## config.mk

```make
export PLATFORM = sky130hd
export DESIGN_NAME = modbus_angle_query_frame_engine_top
export DESIGN_NICKNAME = d
export VERILOG_FILES = /design/src/mbaq_pkg.sv /design/src/mbaq_queue.sv /design/src/mbaq_front.sv /design/src/mbaq_back.sv /design/src/modbus_angle_query_frame_engine_top.sv
export SDC_FILE = /design/constraint.sdc
export NUM_CORES = 1
export LEC_CHECK = 0
export BUFFER_PORTS_ARGS = -buffer_cell sky130_fd_sc_hd__buf_2
export CAP_MARGIN = 20
export CORE_UTILIZATION = 61
export DETAILED_ROUTE_END_ITERATION = 8
export PLACE_DENSITY = 0.8
export SYNTH_ARGS = -nofsm -noshare
export SYNTH_HDL_FRONTEND = slang
export SYNTH_SLANG_ARGS = --single-unit
```

## constraint.sdc

```tcl
create_clock -name clk_i -period 5 [get_ports clk_i]
set_clock_uncertainty 0.05 [all_clocks]
set_input_delay 1.25 -clock clk_i [delete_from_list [all_inputs] [get_ports clk_i]]
set_output_delay 1.25 -clock clk_i [all_outputs]
set_load 0.01 [all_outputs]
```

## src/mbaq_pkg.sv

```systemverilog
package mbaq_pkg;

  // reply frame: addr, func, byte count, 2 sign bytes, 4 magnitude bytes, CRC lo/hi
  localparam logic [3:0]  FRAME_LEN    = 4'd11;
  localparam logic [3:0]  CRC_BYTES    = 4'd9;
  localparam logic [15:0] CRC_INIT     = 16'hFFFF;
  localparam logic [15:0] CRC_POLY     = 16'hA001;
  localparam logic [7:0]  FUNC_READ    = 8'h03;
  localparam logic [7:0]  REG_ADDR_HI  = 8'h00;
  localparam logic [7:0]  REG_ADDR_LO  = 8'h46;
  localparam logic [7:0]  REG_CNT_HI   = 8'h00;
  localparam logic [7:0]  REG_CNT_LO   = 8'h03;
  localparam logic [7:0]  RESP_BYTES   = 8'h06;
  localparam logic [7:0]  ADDR_RESET   = 8'h01;

  localparam logic OP_REQUEST = 1'b0;
  localparam logic OP_RX      = 1'b1;

  localparam logic KIND_TX      = 1'b0;
  localparam logic KIND_VERDICT = 1'b1;

  typedef enum logic [1:0] {
    STATUS_OK  = 2'd0,
    STATUS_HDR = 2'd1,
    STATUS_CRC = 2'd2
  } status_e;

  typedef struct packed {
    logic       operation;
    logic [7:0] rx_byte;
  } in_t;

  typedef struct packed {
    logic               kind;
    logic [7:0]         tx_byte;
    logic               last;
    logic signed [31:0] angle_tenths;
    logic [1:0]         status;
  } out_t;

  // queued job between front and back
  typedef struct packed {
    logic        is_req;
    logic [7:0]  addr;
    logic [31:0] angle;
    status_e     status;
  } cmd_t;

  typedef struct packed {
    logic full;
    logic empty;
  } q_stat_t;

  function automatic logic [15:0] crc_feed(logic [15:0] crc, logic [7:0] b);
    logic [15:0] c;
    c = crc ^ {8'h00, b};
    for (int k = 0; k < 8; k++) begin
      c = c[0] ? ((c >> 1) ^ CRC_POLY) : (c >> 1);
    end
    return c;
  endfunction

  // fixed request bytes after the address
  function automatic logic [7:0] req_byte(logic [2:0] idx);
    logic [7:0] b;
    case (idx)
      3'd1:    b = FUNC_READ;
      3'd2:    b = REG_ADDR_HI;
      3'd3:    b = REG_ADDR_LO;
      3'd4:    b = REG_CNT_HI;
      3'd5:    b = REG_CNT_LO;
      default: b = 8'h00;
    endcase
    return b;
  endfunction

endpackage

```

## src/mbaq_queue.sv

```systemverilog
module mbaq_queue (
  input  logic            clk_i,
  input  logic            rst_ni,
  input  logic            push_i,
  input  mbaq_pkg::cmd_t  push_data_i,
  input  logic            pop_i,
  output mbaq_pkg::cmd_t  pop_data_o,
  output mbaq_pkg::q_stat_t stat_o
);
  import mbaq_pkg::*;

  cmd_t       mem_q [2];
  logic       wptr_q, rptr_q;
  logic [1:0] cnt_q, cnt_d;

  assign stat_o.full  = (cnt_q == 2'd2);
  assign stat_o.empty = (cnt_q == 2'd0);
  assign pop_data_o   = mem_q[rptr_q];

  always_comb begin
    cnt_d = cnt_q;
    if (push_i && !pop_i) begin
      cnt_d = cnt_q + 2'd1;
    end else if (pop_i && !push_i) begin
      cnt_d = cnt_q - 2'd1;
    end
  end

  always_ff @(posedge clk_i or negedge rst_ni) begin
    if (!rst_ni) begin
      wptr_q <= 1'b0;
      rptr_q <= 1'b0;
      cnt_q  <= 2'd0;
    end else begin
      if (push_i) wptr_q <= ~wptr_q;
      if (pop_i)  rptr_q <= ~rptr_q;
      cnt_q <= cnt_d;
    end
  end

  always_ff @(posedge clk_i) begin
    if (push_i) mem_q[wptr_q] <= push_data_i;
  end

endmodule

```

## src/mbaq_front.sv

```systemverilog
module mbaq_front (
  input  logic              clk_i,
  input  logic              rst_ni,
  input  logic              cfg_we_i,
  input  logic [7:0]        cfg_wdata_i,
  input  logic              in_valid_i,
  output logic              in_ready_o,
  input  mbaq_pkg::in_t     in_data_i,
  input  mbaq_pkg::q_stat_t q_stat_i,
  output logic              push_o,
  output mbaq_pkg::cmd_t    push_data_o
);
  import mbaq_pkg::*;

  logic [7:0]  addr_q;
  logic [3:0]  cnt_q, cnt_d;
  logic [15:0] crc_q, crc_d;
  logic        hdr_bad_q, hdr_bad_d;
  logic        sign_q, sign_d;
  logic [31:0] mag_q, mag_d;
  logic [7:0]  crc_lo_q, crc_lo_d;
  logic        accept;
  logic [7:0]  b;
  logic [15:0] rx_crc;

  assign in_ready_o = !q_stat_i.full;
  assign accept     = in_valid_i && in_ready_o;
  assign b          = in_data_i.rx_byte;
  assign rx_crc     = {b, crc_lo_q};

  always_comb begin
    cnt_d       = cnt_q;
    crc_d       = crc_q;
    hdr_bad_d   = hdr_bad_q;
    sign_d      = sign_q;
    mag_d       = mag_q;
    crc_lo_d    = crc_lo_q;
    push_o      = 1'b0;
    push_data_o = '{is_req: 1'b1, addr: addr_q, angle: 32'd0, status: STATUS_OK};

    if (accept) begin
      if (in_data_i.operation == OP_REQUEST) begin
        push_o    = 1'b1;
        cnt_d     = 4'd0;
        crc_d     = CRC_INIT;
        hdr_bad_d = 1'b0;
        sign_d    = 1'b0;
        mag_d     = 32'd0;
        crc_lo_d  = 8'h00;
      end else if (cnt_q < FRAME_LEN) begin
        if (cnt_q < CRC_BYTES) crc_d = crc_feed(crc_q, b);
        cnt_d = cnt_q + 4'd1;
        case (cnt_q)
          4'd0:       if (b != addr_q)     hdr_bad_d = 1'b1;
          4'd1:       if (b != FUNC_READ)  hdr_bad_d = 1'b1;
          4'd2:       if (b != RESP_BYTES) hdr_bad_d = 1'b1;
          4'd3, 4'd4: if (b != 8'h00)      sign_d    = 1'b1;
          4'd5, 4'd6, 4'd7, 4'd8: mag_d = {mag_q[23:0], b};
          4'd9:       crc_lo_d = b;
          default: begin
            // eleventh byte: verdict, header fault first
            push_o             = 1'b1;
            cnt_d              = FRAME_LEN;
            push_data_o.is_req = 1'b0;
            if (hdr_bad_q) begin
              push_data_o.status = STATUS_HDR;
            end else if (crc_q != rx_crc) begin
              push_data_o.status = STATUS_CRC;
            end else begin
              push_data_o.angle = sign_q ? (32'd0 - mag_q) : mag_q;
            end
          end
        endcase
      end
    end
  end

  always_ff @(posedge clk_i or negedge rst_ni) begin
    if (!rst_ni) begin
      addr_q    <= ADDR_RESET;
      cnt_q     <= FRAME_LEN;
      crc_q     <= CRC_INIT;
      hdr_bad_q <= 1'b0;
      sign_q    <= 1'b0;
      mag_q     <= 32'd0;
      crc_lo_q  <= 8'h00;
    end else begin
      if (cfg_we_i) addr_q <= cfg_wdata_i;
      cnt_q     <= cnt_d;
      crc_q     <= crc_d;
      hdr_bad_q <= hdr_bad_d;
      sign_q    <= sign_d;
      mag_q     <= mag_d;
      crc_lo_q  <= crc_lo_d;
    end
  end

endmodule

```

## src/mbaq_back.sv

```systemverilog
module mbaq_back (
  input  logic              clk_i,
  input  logic              rst_ni,
  input  mbaq_pkg::cmd_t    cmd_i,
  input  mbaq_pkg::q_stat_t q_stat_i,
  output logic              pop_o,
  output logic              out_valid_o,
  input  logic              out_ready_i,
  output mbaq_pkg::out_t    out_data_o
);
  import mbaq_pkg::*;

  logic        busy_q, busy_d;
  logic [2:0]  idx_q, idx_d;
  logic [15:0] crc_q, crc_d;
  logic        oval_q, oval_d;
  out_t        out_q, out_d;
  logic        slot_free;
  logic [7:0]  tx;

  assign slot_free   = !oval_q || out_ready_i;
  assign out_valid_o = oval_q;
  assign out_data_o  = out_q;

  always_comb begin
    case (idx_q)
      3'd6:    tx = crc_q[7:0];
      3'd7:    tx = crc_q[15:8];
      default: tx = req_byte(idx_q);
    endcase
  end

  always_comb begin
    busy_d = busy_q;
    idx_d  = idx_q;
    crc_d  = crc_q;
    oval_d = oval_q;
    out_d  = out_q;
    pop_o  = 1'b0;
    if (slot_free) begin
      oval_d = 1'b0;
      if (busy_q) begin
        oval_d = 1'b1;
        out_d  = '{kind: KIND_TX, tx_byte: tx, last: (idx_q == 3'd7),
                   angle_tenths: 32'sd0, status: STATUS_OK};
        if (idx_q < 3'd6) crc_d = crc_feed(crc_q, tx);
        idx_d = idx_q + 3'd1;
        if (idx_q == 3'd7) busy_d = 1'b0;
      end else if (!q_stat_i.empty) begin
        pop_o  = 1'b1;
        oval_d = 1'b1;
        if (cmd_i.is_req) begin
          // address goes out now, rest of the frame follows from the counter
          out_d  = '{kind: KIND_TX, tx_byte: cmd_i.addr, last: 1'b0,
                     angle_tenths: 32'sd0, status: STATUS_OK};
          crc_d  = crc_feed(CRC_INIT, cmd_i.addr);
          idx_d  = 3'd1;
          busy_d = 1'b1;
        end else begin
          out_d  = '{kind: KIND_VERDICT, tx_byte: 8'h00, last: 1'b1,
                     angle_tenths: $signed(cmd_i.angle), status: cmd_i.status};
        end
      end
    end
  end

  always_ff @(posedge clk_i or negedge rst_ni) begin
    if (!rst_ni) begin
      busy_q <= 1'b0;
      idx_q  <= 3'd0;
      oval_q <= 1'b0;
    end else begin
      busy_q <= busy_d;
      idx_q  <= idx_d;
      oval_q <= oval_d;
    end
  end

  always_ff @(posedge clk_i) begin
    crc_q <= crc_d;
    out_q <= out_d;
  end

endmodule

```

## src/modbus_angle_query_frame_engine_top.sv

```systemverilog
// Channel   Handshake               Payload
// in        in_valid_i/in_ready_o   in_data_i   (operation, rx_byte)
// out       out_valid_o/out_ready_i out_data_o  (kind, tx_byte, last, angle_tenths, status)
// cfg       cfg_we_i                cfg_wdata_i (slave_address)
//
// A reply byte is taken every cycle; a verdict is pushed into the two-entry job queue on
// the eleventh byte and reaches out through the output register. A request occupies the
// output for its eight frame bytes: the back end emits one frame byte per cycle unless
// out stalls and folds each of the first six into the CRC with one bytewise CRC step.
// Input stalls only when the job queue is full; output stalls back up into it.
// Reset: address 1, reception idle, queue and output empty.
module modbus_angle_query_frame_engine_top (
  input  logic           clk_i,
  input  logic           rst_ni,
  input  logic           cfg_we_i,
  input  logic [7:0]     cfg_wdata_i,
  input  logic           in_valid_i,
  output logic           in_ready_o,
  input  mbaq_pkg::in_t  in_data_i,
  output logic           out_valid_o,
  input  logic           out_ready_i,
  output mbaq_pkg::out_t out_data_o
);
  import mbaq_pkg::*;

  logic    push, pop;
  cmd_t    push_data, pop_data;
  q_stat_t q_stat;

  mbaq_front u_front (
    .clk_i       (clk_i),
    .rst_ni      (rst_ni),
    .cfg_we_i    (cfg_we_i),
    .cfg_wdata_i (cfg_wdata_i),
    .in_valid_i  (in_valid_i),
    .in_ready_o  (in_ready_o),
    .in_data_i   (in_data_i),
    .q_stat_i    (q_stat),
    .push_o      (push),
    .push_data_o (push_data)
  );

  mbaq_queue u_queue (
    .clk_i       (clk_i),
    .rst_ni      (rst_ni),
    .push_i      (push),
    .push_data_i (push_data),
    .pop_i       (pop),
    .pop_data_o  (pop_data),
    .stat_o      (q_stat)
  );

  mbaq_back u_back (
    .clk_i       (clk_i),
    .rst_ni      (rst_ni),
    .cmd_i       (pop_data),
    .q_stat_i    (q_stat),
    .pop_o       (pop),
    .out_valid_o (out_valid_o),
    .out_ready_i (out_ready_i),
    .out_data_o  (out_data_o)
  );

endmodule
```

==> Yosys cells after proc, flatten, opt, wreduce, memory -nomap -nowiden <==
Memory sizes are Yosys's and may differ from the RTL's.
Index checks and enable logic that the tools add are counted.
{ "classes": {"n_addsub": 5, "n_lt_le_gt_ge": 3, "eq_ne": 31, "muxes": 87, "bitwise": 29, "reduce_logical": 26} }
{ "ops": {"columns": ["operator", "count"], "rows": [
  ["2-to-1 mux 16 bit", 31],
  ["2-to-1 mux 32 bit", 6],
  ["2-to-1 mux 34 bit", 4],
  ["2-to-1 mux 44 bit", 2],
  ["NOT 2 -> 3 bit", 24],
  ["2-to-1 mux 43 bit", 1],
  ["subtractor 1 x 32 -> 32 bit, first input constant", 1],
  ["XOR 16 x 8 -> 16 bit", 2],
  ["2-to-1 mux 1 bit", 27],
  ["2-to-1 mux 8 bit", 3],
  ["equality test 4 x 3 -> 1 bit, second input constant", 4],
  ["!= test 16 bit", 1],
  ["NOT 8 -> 16 bit", 1],
  ["case mux 8 bit (2 select lines)", 1],
  ["case mux 7 bit (2 select lines)", 1],
  ["2-to-1 mux 4 bit", 3],
  ["!= test 2 x 1 -> 1 bit, second input constant", 6],
  ["AND reduction 3 bit", 4],
  ["OR reduction 10 bit", 1],
  ["equality test 3 bit, second input constant", 3],
  ["2-to-1 mux 3 bit", 3],
  ["!= test 3 x 2 -> 1 bit, second input constant", 3],
  ["equality test 4 x 2 -> 1 bit, second input constant", 2],
  ["equality test 4 bit, second input constant", 2],
  ["other kinds (30)", 45]
]} }
{ "word_totals": {"ff_bits": 139, "ram_bits": 86, "in_bits": 22, "out_inout_bits": 46, "wordCells": 201, "mem_count": 1} }
{ "mem_list": {"columns": ["memory", "words", "word_bits", "read_ports", "rd_clocked_by_memory_dff", "wr", "line", "text"], "rows": [
  ["u_queue.mem_q", 2, 43, 1, 0, 1, "mbaq_queue.sv:12", "cmd_t mem_q [2];"]
]} }

==> Depth between registers and ports, before layout <==
Gate-level depths: netlist of run 1.
{ "logic_depth": {"ltp_word": 23, "mapped_depth": 10, "depth_no_buf": 10} }

==> By module <==
A second synthesis of run 1 with hierarchy kept.
{ "hier_totals": {"cells_unflattened": 905, "area_unflattened_um2": 11056.9} }
{ "by_module_without_submodules": {"columns": ["mod", "instances", "cells_each", "area_per_inst_um2", "seq_area_each_um2"], "rows": [
  ["mbaq_front", 1, 482, 4276.6, 1776.7],
  ["mbaq_queue", 1, 150, 3490.8, 2682.6],
  ["mbaq_back", 1, 273, 3289.4, 1926.8]
]} }

==> Least setup slack after synthesis of run 1 <==
OpenSTA, ideal clock, no wires.
{ "synth_path": {"kind": "input to register", "from": "input port out_ready_i", "to": "register u_back.crc_q[0] (enable)", "setup_ps": 394, "arrival_ps": 4465, "required_ps": 4556, "setup_slack_ps": 91, "stages": 4, "n_path_buf": 0, "cell_sequence": "nor2b_1 > nor2_1 > nand2_1 > a21oi_1"} }
{ "synth_between": {"elab_chain_cells": 2} }
{ "synth_lines": {"columns": ["element", "line", "text"], "rows": [
  ["from (decl)", "modbus_angle_query_frame_engine_top.sv:21", "input logic out_ready_i,"],
  ["logical OR 1 bit", "mbaq_back.sv:21", "assign slot_free = !oval_q || out_ready_i;"],
  ["AND reduction 4 bit (no source line)", null, null],
  ["to (signal assigned)", "mbaq_back.sv:80", "crc_q <= crc_d;"],
  ["to (decl)", "mbaq_back.sv:15", "logic [15:0] crc_q, crc_d;"]
]} }
No other way between the ends.
A chain may end at the register's enable or synchronous reset.

==> Final worst setup path of run 1 <==
{ "layout_path": {"from": "register u_back.idx_q[1]", "to": "register u_back.crc_q[0], data pin"} }
{ "layout_between": {"elab_chain_cells": 16, "elab_cells_between_ends": 26, "classes_between": "5 x eq/ne; 12 x mux; 8 x bitwise; 1 x reduce/logical"} }
{ "layout_lines": {"columns": ["element", "line", "text"], "rows": [
  ["from (decl)", "mbaq_back.sv:14", "logic [2:0] idx_q, idx_d;"],
  ["from (signal assigned)", "mbaq_back.sv:74", "idx_q <= idx_d;"],
  ["equality test 3 x 1 -> 1 bit or equality test 3 bit (tied branches)", "mbaq_pkg.sv:66", "case (idx)"],
  ["OR reduction 2 bit (no source line)", null, null],
  ["case mux 7 bit (2 select lines)", "mbaq_pkg.sv:66", null],
  ["case mux 8 bit (2 select lines) *", "mbaq_back.sv:26", "case (idx_q)"],
  ["XOR 16 x 8 -> 16 bit *", "mbaq_pkg.sv:56", "c = crc ^ {8'h00, b};"],
  ["2-to-1 mux 16 bit * (5 in series)", "mbaq_pkg.sv:58", "c = c[0] ? ((c >> 1) ^ CRC_POLY) : (c >> 1);"],
  ["NOT 2 -> 3 bit (no source line) or 2-to-1 mux 16 bit (tied branches)", null, null],
  ["2-to-1 mux 16 bit * (3 in series)", "mbaq_pkg.sv:58", null],
  ["2-to-1 mux 16 bit *", "mbaq_back.sv:46", "if (idx_q < 3'd6) crc_d = crc_feed(crc_q, tx);"],
  ["2-to-1 mux 16 bit *", "mbaq_back.sv:42", "if (busy_q) begin"]
]} }
Mark *: on every way between the ends. The rest lies on a longest branch, timed or not. The select of a mux whose other input is x is not followed.

==> results of run 1 <==
## registers in the layout (all words and copies together), names as in the netlist
signal,cells
u_back.crc_q,16
u_front.hdr_bad_q,1
u_front.addr_q,8
u_front.crc_lo_q,8
u_queue.cnt_q,2
u_queue.mem_q,86
u_back.out_valid_o,1
u_queue.wptr_q,1
u_back.idx_q,3
u_front.cnt_q,4
u_front.crc_q,16
u_front.sign_q,1
u_queue.rptr_q,1
u_front.mag_q,32
u_back.busy_q,1
u_back.out_data_o,44
## per-layer routing
| metal | GRT usage | up-vias | share of wire |
|---|---|---|---|
| li1 | - | 3125 | - |
| met1 | 0.3307 | 3321 | 0.43 |
| met2 | 0.4259 | 206 | 0.50 |
| met3 | 0.03349 | 42 | 0.050 |
| met4 | 0.07513 | 0 | 0.020 |
| met5 | 0 | - | 0 |
## cells by family (layout without fill, tap and decap cells)
kind of cell | after synthesis | after routing | synth area share
simple gates | 218 | 218 | 0.09875
fa+ha+maj | 12 | 12 | 0.01428
flops | 225 | 225 | 0.6073
xor+xnor | 111 | 111 | 0.09649
compound gates | 149 | 149 | 0.1047
mux | 58 | 58 | 0.05616
buf+inv | 58 | 129 | 0.02237
## power by group
group / switching [W] / total [W] / internal [W]
registers: 0.000346 / 0.00293 / 0.00258
clock network: 0.000681 / 0.00165 / 0.000973
logic: 0.00153 / 0.00273 / 0.00119
## how the worst min path moves through the flow
stage | from | to
global placement | u_front.cnt_q[1]$_DFFE_PN1P_ | u_front.cnt_q[1]$_DFFE_PN1P_
floorplan | u_front.cnt_q[1]$_DFFE_PN1P_ | u_front.cnt_q[1]$_DFFE_PN1P_
CTS | u_front.cnt_q[1]$_DFFE_PN1P_ | u_front.cnt_q[1]$_DFFE_PN1P_
global route | u_front.cnt_q[1]$_DFFE_PN1P_ | u_front.cnt_q[1]$_DFFE_PN1P_
finish | u_front.cnt_q[1]$_DFFE_PN1P_ | u_front.cnt_q[1]$_DFFE_PN1P_
detailed placement | u_front.cnt_q[1]$_DFFE_PN1P_ | u_front.cnt_q[1]$_DFFE_PN1P_
## final cells by class
cell class / count / area (sq um) / share of cell area
Timing Repair Buffer: 79 / 500.5 / 0.04225
Tap cell: 220 / 275.3 / 0.02324
Clock inverter: 9 / 72.57 / 0.006127
Multi-Input combinational cell: 548 / 3915 / 0.3305
Sequential cell: 225 / 6387 / 0.5392
Inverter: 9 / 33.78 / 0.002852
Clock buffer: 32 / 660.6 / 0.05577
## through the flow
stage,cells,instance area [sq um]
floorplan,831,10520
global placement,1076,11000
detailed placement,1077,11020
CTS,1118,11760
global route,1122,11850
finish,1122,11850
## tightest hold or removal path: stages (launching register included)
cell,delay (ps)
dfstp_2,390
nand2_1,60
nand2_1,50
## Yosys cell counts (3+ instances only)
cell,count,area [sq um]
xor2_1,56,490.5
nand2b_1,9,56.30
buf_1,7,26.28
and3_1,3,18.77
a21o_1,5,37.54
dfrtp_1,59,1476
and2_1,4,25.02
nand3_1,8,40.04
dfstp_2,20,525.5
a211oi_1,3,22.52
nor4_1,6,37.54
a21oi_1,19,95.09
o31ai_2,3,37.54
and4_1,3,26.28
nand4_1,4,25.02
a31oi_1,7,43.79
edfxtp_1,146,4384
nor4b_1,4,35.03
o21ai_0,30,150.1
nand2_1,45,168.9
mux2i_1,50,500.5
nor3_1,14,70.07
o22ai_1,5,31.28
a22o_1,41,359.1
mux2_2,8,90.09
clkbuf_1,37,138.9
ha_1,12,150.1
xnor2_1,52,455.4
nor2b_1,3,18.77
inv_1,9,33.78
o31ai_1,5,37.54
o41ai_1,3,26.28
o22a_1,17,148.9
nor2_1,100,375.4
==> flow_summary_export.csv, run 1 <==
group,metric,value,unit
run_status,status,"finished, final reports clean",
hold_path,hp-class,"register to register",
clock_tree,cts_tree,"yes",
clock_tree,clock_latency,510,ps
flow_run,maxCapViolations,0,
global_routing,first_global_vias,6730,
clock_tree,clockBufferDepth,3,
global_routing,track_usage,0.2481,
placed_design,port_buffers,67,
logic_synthesis,synth-edff-count,146,
sta,slew_violations,0,
placed_design,gp_congestion,0.8590,
clock_tree,htree_levels,1,
die,initial_utilization,0.6297,
setup_path,critPathLaunch,"u_back.idx_q[1]$_DFFE_PN0P_",
setup_path,crit_arrival,3620,ps
clock_tree,cts-root-buf,"clkbuf_16",
setup_path,cp_top_family,"XOR/XNOR gates",
setup_path,crit_path_end,"u_back.crc_q[0]$_DFFE_PP_",
sta,finalCritPeriodShare,0.6824,
setup_path,path_buf_inv,0,
route,routed-via-count,6694,
hold_path,holdPathStages,2,
sta,tightest_slew,1037,ps
placed_design,dp_slack,1270,ps
route,drt_wl_total,21390,um
logic_synthesis,synth_warnings,0,
pwr,power,0.007309,W
setup_path,regToRegEndpoint,"u_back.crc_q[0]$_DFFE_PP_",
sta,setup_tns,0,ps
setup_path,endpoint_kind,"register",
sta,max_slew_margin,0.3089,
setup_path,worstPathCellList,"ha_1, ha_1, and4_1, a211oi_1, a31oi_1, xnor3_1, xnor3_1, xnor2_1, a21o_1",
logic_synthesis,yosysSeqAreaShare,0.6073,
clock_tree,postCtsResizedCells,0,
cells_and_area,areaGrowthSynthToFinish,12.64,%
placed_design,dp_hpwl,14130,um
logic_synthesis,ys.flop_type,"edfxtp_1",
logic_synthesis,ys_ff_latch,225,
logic_synthesis,syn_avg_cell_area,12.66,sq um
route,drtIter0Drc,584,
global_routing,grt_pass1_wl,34800,um
global_routing,antenna_found_initial,0,
route,first_pass_iters,6,
clock_tree,path_clk_slew,60,ps
setup_path,r2r_cells,9,
cells_and_area,drive_gt1_frac,0.1763,
route,wl_per_cell,19.07,um
route,drc,0,
die,num_rows,47,
clock_tree,cts_buffers,23,
pwr,p_leak,4.674,nW
clock_tree,post_cts_buffers,0,
global_routing,grt_max_degree,80,
cells_and_area,final_cell_mix,"edfxtp_1 (146), nor2_1 (99), buf_2 (66)",
sta,whs,441.2,ps
sta,hold_viol,0,
pwr,powerDensity,617.1,mW/mm^2
die,ios,68,
cells_and_area,layout_commonest_cell,"edfxtp_1",
setup_path,r2r-start,"u_back.idx_q[1]$_DFFE_PN0P_",
setup_path,cp.depth,9,
global_routing,grt-ovfl-total,0,
setup_path,cp_data_required_time,5210,ps
route,postRouteAntennaNets,0,
die,die_w,133.3,um
logic_synthesis,netlist_area,0.01052,sq mm
logic_synthesis,synth_fp_nets,865,
cells_and_area,fill_cells,1138,
clock_tree,postCtsHoldBufs,0,
sta,worst_slack,1588,ps
logic_synthesis,synth_async_sr_flop_share,0.3511,
cells_and_area,insertedDiodeCount,0,
sta,max_freq,293.1,MHz
setup_path,critPathMaxStageDelay,540,ps
setup_path,start_kind,"register",
logic_synthesis,syn_inst,831,
pwr,ir_drop,0.3724,mV
clock_tree,cts.sinks,225,
setup_path,cpMaxStageDelayCell,"ha_1",
cells_and_area,nets,920,
setup_path,crit_path_max_fanout,17,
setup_path,path_class,"register to register",
sta,rsz0062_at_grt,"false",
cells_and_area,fin_util,0.7092,
setup_path,ff2ff_setup_slack,1590,ps
die,coreArea,0.01670,sq mm
sta,finalSetupViolCount,0,
die,die_area,0.01777,sq mm
route,via_per_inst,5.966,
logic_synthesis,ys_types,59,
die,die_height,133.3,um
sta,min_period,3412,ps
Power figures use the tool's default switching activity.
==> inputs of run 2 (changes only) <==
--- a/config.mk
+++ b/config.mk
@@ -5,11 +5,12 @@
 export SDC_FILE = /design/constraint.sdc
 export NUM_CORES = 1
 export LEC_CHECK = 0
+export ABC_AREA = 1
 export BUFFER_PORTS_ARGS = -buffer_cell sky130_fd_sc_hd__buf_2
 export CAP_MARGIN = 20
-export CORE_UTILIZATION = 61
+export CORE_UTILIZATION = 55
 export DETAILED_ROUTE_END_ITERATION = 8
-export PLACE_DENSITY = 0.8
+export PLACE_DENSITY = 0.76
 export SYNTH_ARGS = -nofsm -noshare
 export SYNTH_HDL_FRONTEND = slang
 export SYNTH_SLANG_ARGS = --single-unit
==> constraint.sdc (replaced) <==
create_clock -name clk_i -period 2.7 [get_ports clk_i]
set_clock_uncertainty 0.05 [all_clocks]
set_input_delay 0.675 -clock clk_i [delete_from_list [all_inputs] [get_ports clk_i]]
set_output_delay 0.675 -clock clk_i [all_outputs]
set_load 0.01 [all_outputs]
==> run 2 against run 1 <==
  * Register-to-register slack lost 1400 ps
  * Maximum frequency grew 37%
  * Utilization shrank 6.0 points
  * Synthesized cell count grew 37%
  * Sequential power grew 94%
  * Critical path depth grew 8
  * Die area grew 13%
  * Setup slack lost 1400 ps
  * Largest power group unchanged
  * Highest routed layer unchanged
==> flow_summary_export.csv, run 2 <==
group,metric,value,unit
run_status,status,"finished, final reports clean",
logic_synthesis,ys_ff_latch,225,
clock_tree,cts_buffers,24,
cells_and_area,regMostFlops,"u_queue.mem_q",
setup_path,crit_path_end,"u_back.crc_q[0]$_DFFE_PP_",
logic_synthesis,synth_warnings,0,
clock_tree,cts_tree,"yes",
setup_path,critPathMaxStageDelay,420,ps
sta,max_freq,401.9,MHz
global_routing,busiest_layer,"met2",
clock_tree,htree_levels,1,
sta,max_slew_margin,0.6212,
clock_tree,clock_latency,520,ps
setup_path,worstPathCellList,"ha_1, ha_2, nand2_1, nand2_1, nand2_1, nand2_1, nand2_1, nand3_1, nand2_1, nand2_1, nand2_1, nand2_1, nand2_1, nand2_1, nand3_1, nand2_1, nand2_1",
clock_tree,postCtsHoldBufs,0,
setup_path,ff2ff_setup_slack,210,ps
cells_and_area,seqCellArea,0.006386,sq mm
die,die_area,0.02014,sq mm
setup_path,cpMaxStageDelayCell,"dfrtp_1",
cells_and_area,multi_input_area,0.003810,sq mm
sta,finalCritPeriodShare,0.9216,
pwr,p_seq_frac,0.394,
global_routing,first_global_vias,7752,
route,wl_per_cell,16.48,um
logic_synthesis,yosysMostFrequentCell,"nand2_1",
global_routing,grt_use_met3,0.03567,
cells_and_area,largest_register_ff_count,86,
pwr,p_clk_frac,0.215,
global_routing,grtUsageMet1,0.3599,
route,postRouteAntennaNets,0,
cells_and_area,final_cell_mix,"nand2_1 (308), edfxtp_1 (146), inv_1 (113)",
logic_synthesis,synth-edff-count,146,
pwr,swShare,0.3893,
die,die_w,141.9,um
logic_synthesis,synth_fp_nets,1173,
logic_synthesis,yosysTopAreaCellShare,0.4071,
clock_tree,clockBufferDepth,3,
setup_path,cp_top_family,"simple AND/OR/NAND/NOR gates",
placed_design,dp.cells,1453,
global_routing,grt_max_degree,45,
pwr,p_switching,0.005617,W
clock_tree,cts.sinks,225,
logic_synthesis,ys.flop_type,"edfxtp_1",
global_routing,grt_pass1_wl,39370,um
setup_path,cp_data_required_time,2940,ps
logic_synthesis,netlist_area,0.01077,sq mm
global_routing,antenna_found_initial,0,
setup_path,crit_arrival,2720,ps
route,routed-via-count,8287,
setup_path,endpoint_kind,"register",
setup_path,path_class,"register to register",
sta,slew_violations,0,
placed_design,dp_hpwl,17550,um
sta,hold_viol,0,
clock_tree,path_clk_slew,60,ps
setup_path,critPathLaunch,"u_back.idx_q[0]$_DFFE_PN0P_",
pwr,p_leak,5.304,nW
die,coreArea,0.01896,sq mm
setup_path,cp.depth,17,
route,via_per_inst,5.536,
setup_path,critPathMostFrequentCell,"nand2_1",
hold_path,hp-class,"primary input to asynchronous set/reset pin",
logic_synthesis,synth_common_cells,"nand2_1 (309), edfxtp_1 (146), inv_1 (116), nand3_1 (71), a21oi_1 (69)",
cells_and_area,insertedDiodeCount,0,
pwr,ir_drop,0.5744,mV
flow_run,maxCapViolations,0,
clock_tree,cts-root-buf,"clkbuf_16",
logic_synthesis,ys_types,42,
die,num_rows,50,
setup_path,crit_path_max_fanout,8,
logic_synthesis,syn_avg_cell_area,9.455,sq um
pwr,power,0.01443,W
route,drt_wl_total,24680,um
logic_synthesis,syn_inst,1139,
sta,finalSetupViolCount,0,
logic_synthesis,synth_async_sr_flop_share,0.3511,
global_routing,grt-ovfl-total,0,
cells_and_area,fill_cells,1527,
die,ios,68,
logic_synthesis,synth_area_leader_cell,"edfxtp_1",
route,first_pass_iters,5,
logic_synthesis,yosysSeqAreaShare,0.5930,
setup_path,r2r_cells,17,
setup_path,regToRegEndpoint,"u_back.crc_q[0]$_DFFE_PP_",
cells_and_area,layoutNonFillerInstCount,1497,
cells_and_area,layout_commonest_cell,"nand2_1",
die,die_height,141.9,um
pwr,combPwrFrac,0.391,
route,drc,0,
cells_and_area,nets,1254,
setup_path,path_buf_inv,0,
cells_and_area,drive_gt1_frac,0.1512,
die,initial_utilization,0.5681,
cells_and_area,areaGrowthSynthToFinish,14.35,%
pwr,powerDensity,1172,mW/mm^2
global_routing,track_usage,0.2516,
sta,min_period,2488,ps
sta,rsz0062_at_grt,"false",
pwr,p_int,0.008811,W
route,drtIter0Drc,760,
setup_path,start_kind,"register",
global_routing,grt_util_met2,0.4011,
logic_synthesis,synthTopCellsByArea,"edfxtp_1 (41%), dfrtp_1 (14%), nand2_1 (11%), dfstp_2 (4.9%), inv_1 (4.0%)",
placed_design,gp_congestion,0.9000,
sta,tightest_slew,567.0,ps
setup_path,r2r-start,"u_back.idx_q[0]$_DFFE_PN0P_",
placed_design,port_buffers,67,
## run 2: cell types whose count changed in the layout (fill, tap and decap cells not counted), sizes merged, moves of 43 or more
cell,delta
nand3,+63
a22o,-43
nand2,+265
a21oi,+50
inv,+115
mux2i,-50
## run 2: kinds of logic after synthesis
kind of cell / synth area share
AO/OA/AOI/OAI: 0.1063
adder cells (fa/ha/maj): 0.01394
AND/OR/NAND/NOR: 0.1967
XOR/XNOR: 0.02928
buffers and inverters: 0.06076
flip-flops: 0.5930
## run 2: worst reg2reg max path: stages, from the launching register on
cell     delay (ps)
dfrtp_1         420
ha_1            210
ha_2            300
nand2_1          80
nand2_1         100
nand2_1         100
nand2_1         110
nand2_1         120
nand3_1         100
nand2_1          60
nand2_1          90
nand2_1          50
nand2_1         110
nand2_1          90
nand2_1          60
nand3_1          80
nand2_1          70
nand2_1          40
## run 2: layout make-up
class | instances | share of cell area
Sequential cell | 225 | 0.5186
Multi-Input combinational cell | 749 | 0.3094
Clock buffer | 30 | 0.05060
Timing Repair Buffer | 94 | 0.04694
Inverter | 126 | 0.03841
Tap cell | 260 | 0.02642
Clock inverter | 13 | 0.009653
## run 2: worst min path at each step
stage	from	end	slack [ps]	cells after the start
after global placement	u_front.crc_q[13]$_DFFE_PN1P_	u_front.crc_q[13]$_DFFE_PN1P_	440	2
after CTS	rst_ni	u_front.mag_q[27]$_DFFE_PN0P_	90	1
final	rst_ni	u_front.mag_q[25]$_DFFE_PN0P_	80	1
after floorplan	rst_ni	u_back.busy_q$_DFFE_PN0N_	330	0
after detailed placement	u_front.crc_q[13]$_DFFE_PN1P_	u_front.crc_q[13]$_DFFE_PN1P_	440	2
after global routing	rst_ni	u_front.mag_q[27]$_DFFE_PN0P_	110	1
## run 2: power groups by stage
stage	Clock [W]	Combinational, W	Sequential, W
finish	0.00311	0.00564	0.00568
global route	0.00328	0.00631	0.00578
CTS	0.00315	0.00568	0.00568
detailed placement	0	0.00565	0.00574
global placement	0	0.00556	0.00571
floorplan	0	0.00399	0.00572
## run 2: stage by stage
step	hold WS (ps)	util	worst slack, ps	TNS (ps)	cell area, sq um
6_report	79.44	0.6496	211.6	0	12310
5_1_grt	109.8	0.6496	22.28	0	12310
4_1_cts	89.68	0.6488	140.0	0	12300
3_5_place_dp	441.6	0.6097	163.0	0	11560
3_3_place_gp	437.6	0.6097	211.1	0	11560
2_1_floorplan	329.4	-	-2.284	-98.23	10840
## run 2: per-layer routing
layer | vias up | part of all wire
met5 | - | 0
met4 | 0 | 0.027
met3 | 44 | 0.074
met2 | 332 | 0.45
met1 | 3887 | 0.45
li1 | 4024 | -
## run 2: what timing repair did
item / 4_1_cts / 5_1_grt
setup endpoints to repair: 0 / 17
buffers inserted: 0 / 1
resized for setup: 0 / 2
hold endpoints to repair: 0 / 0
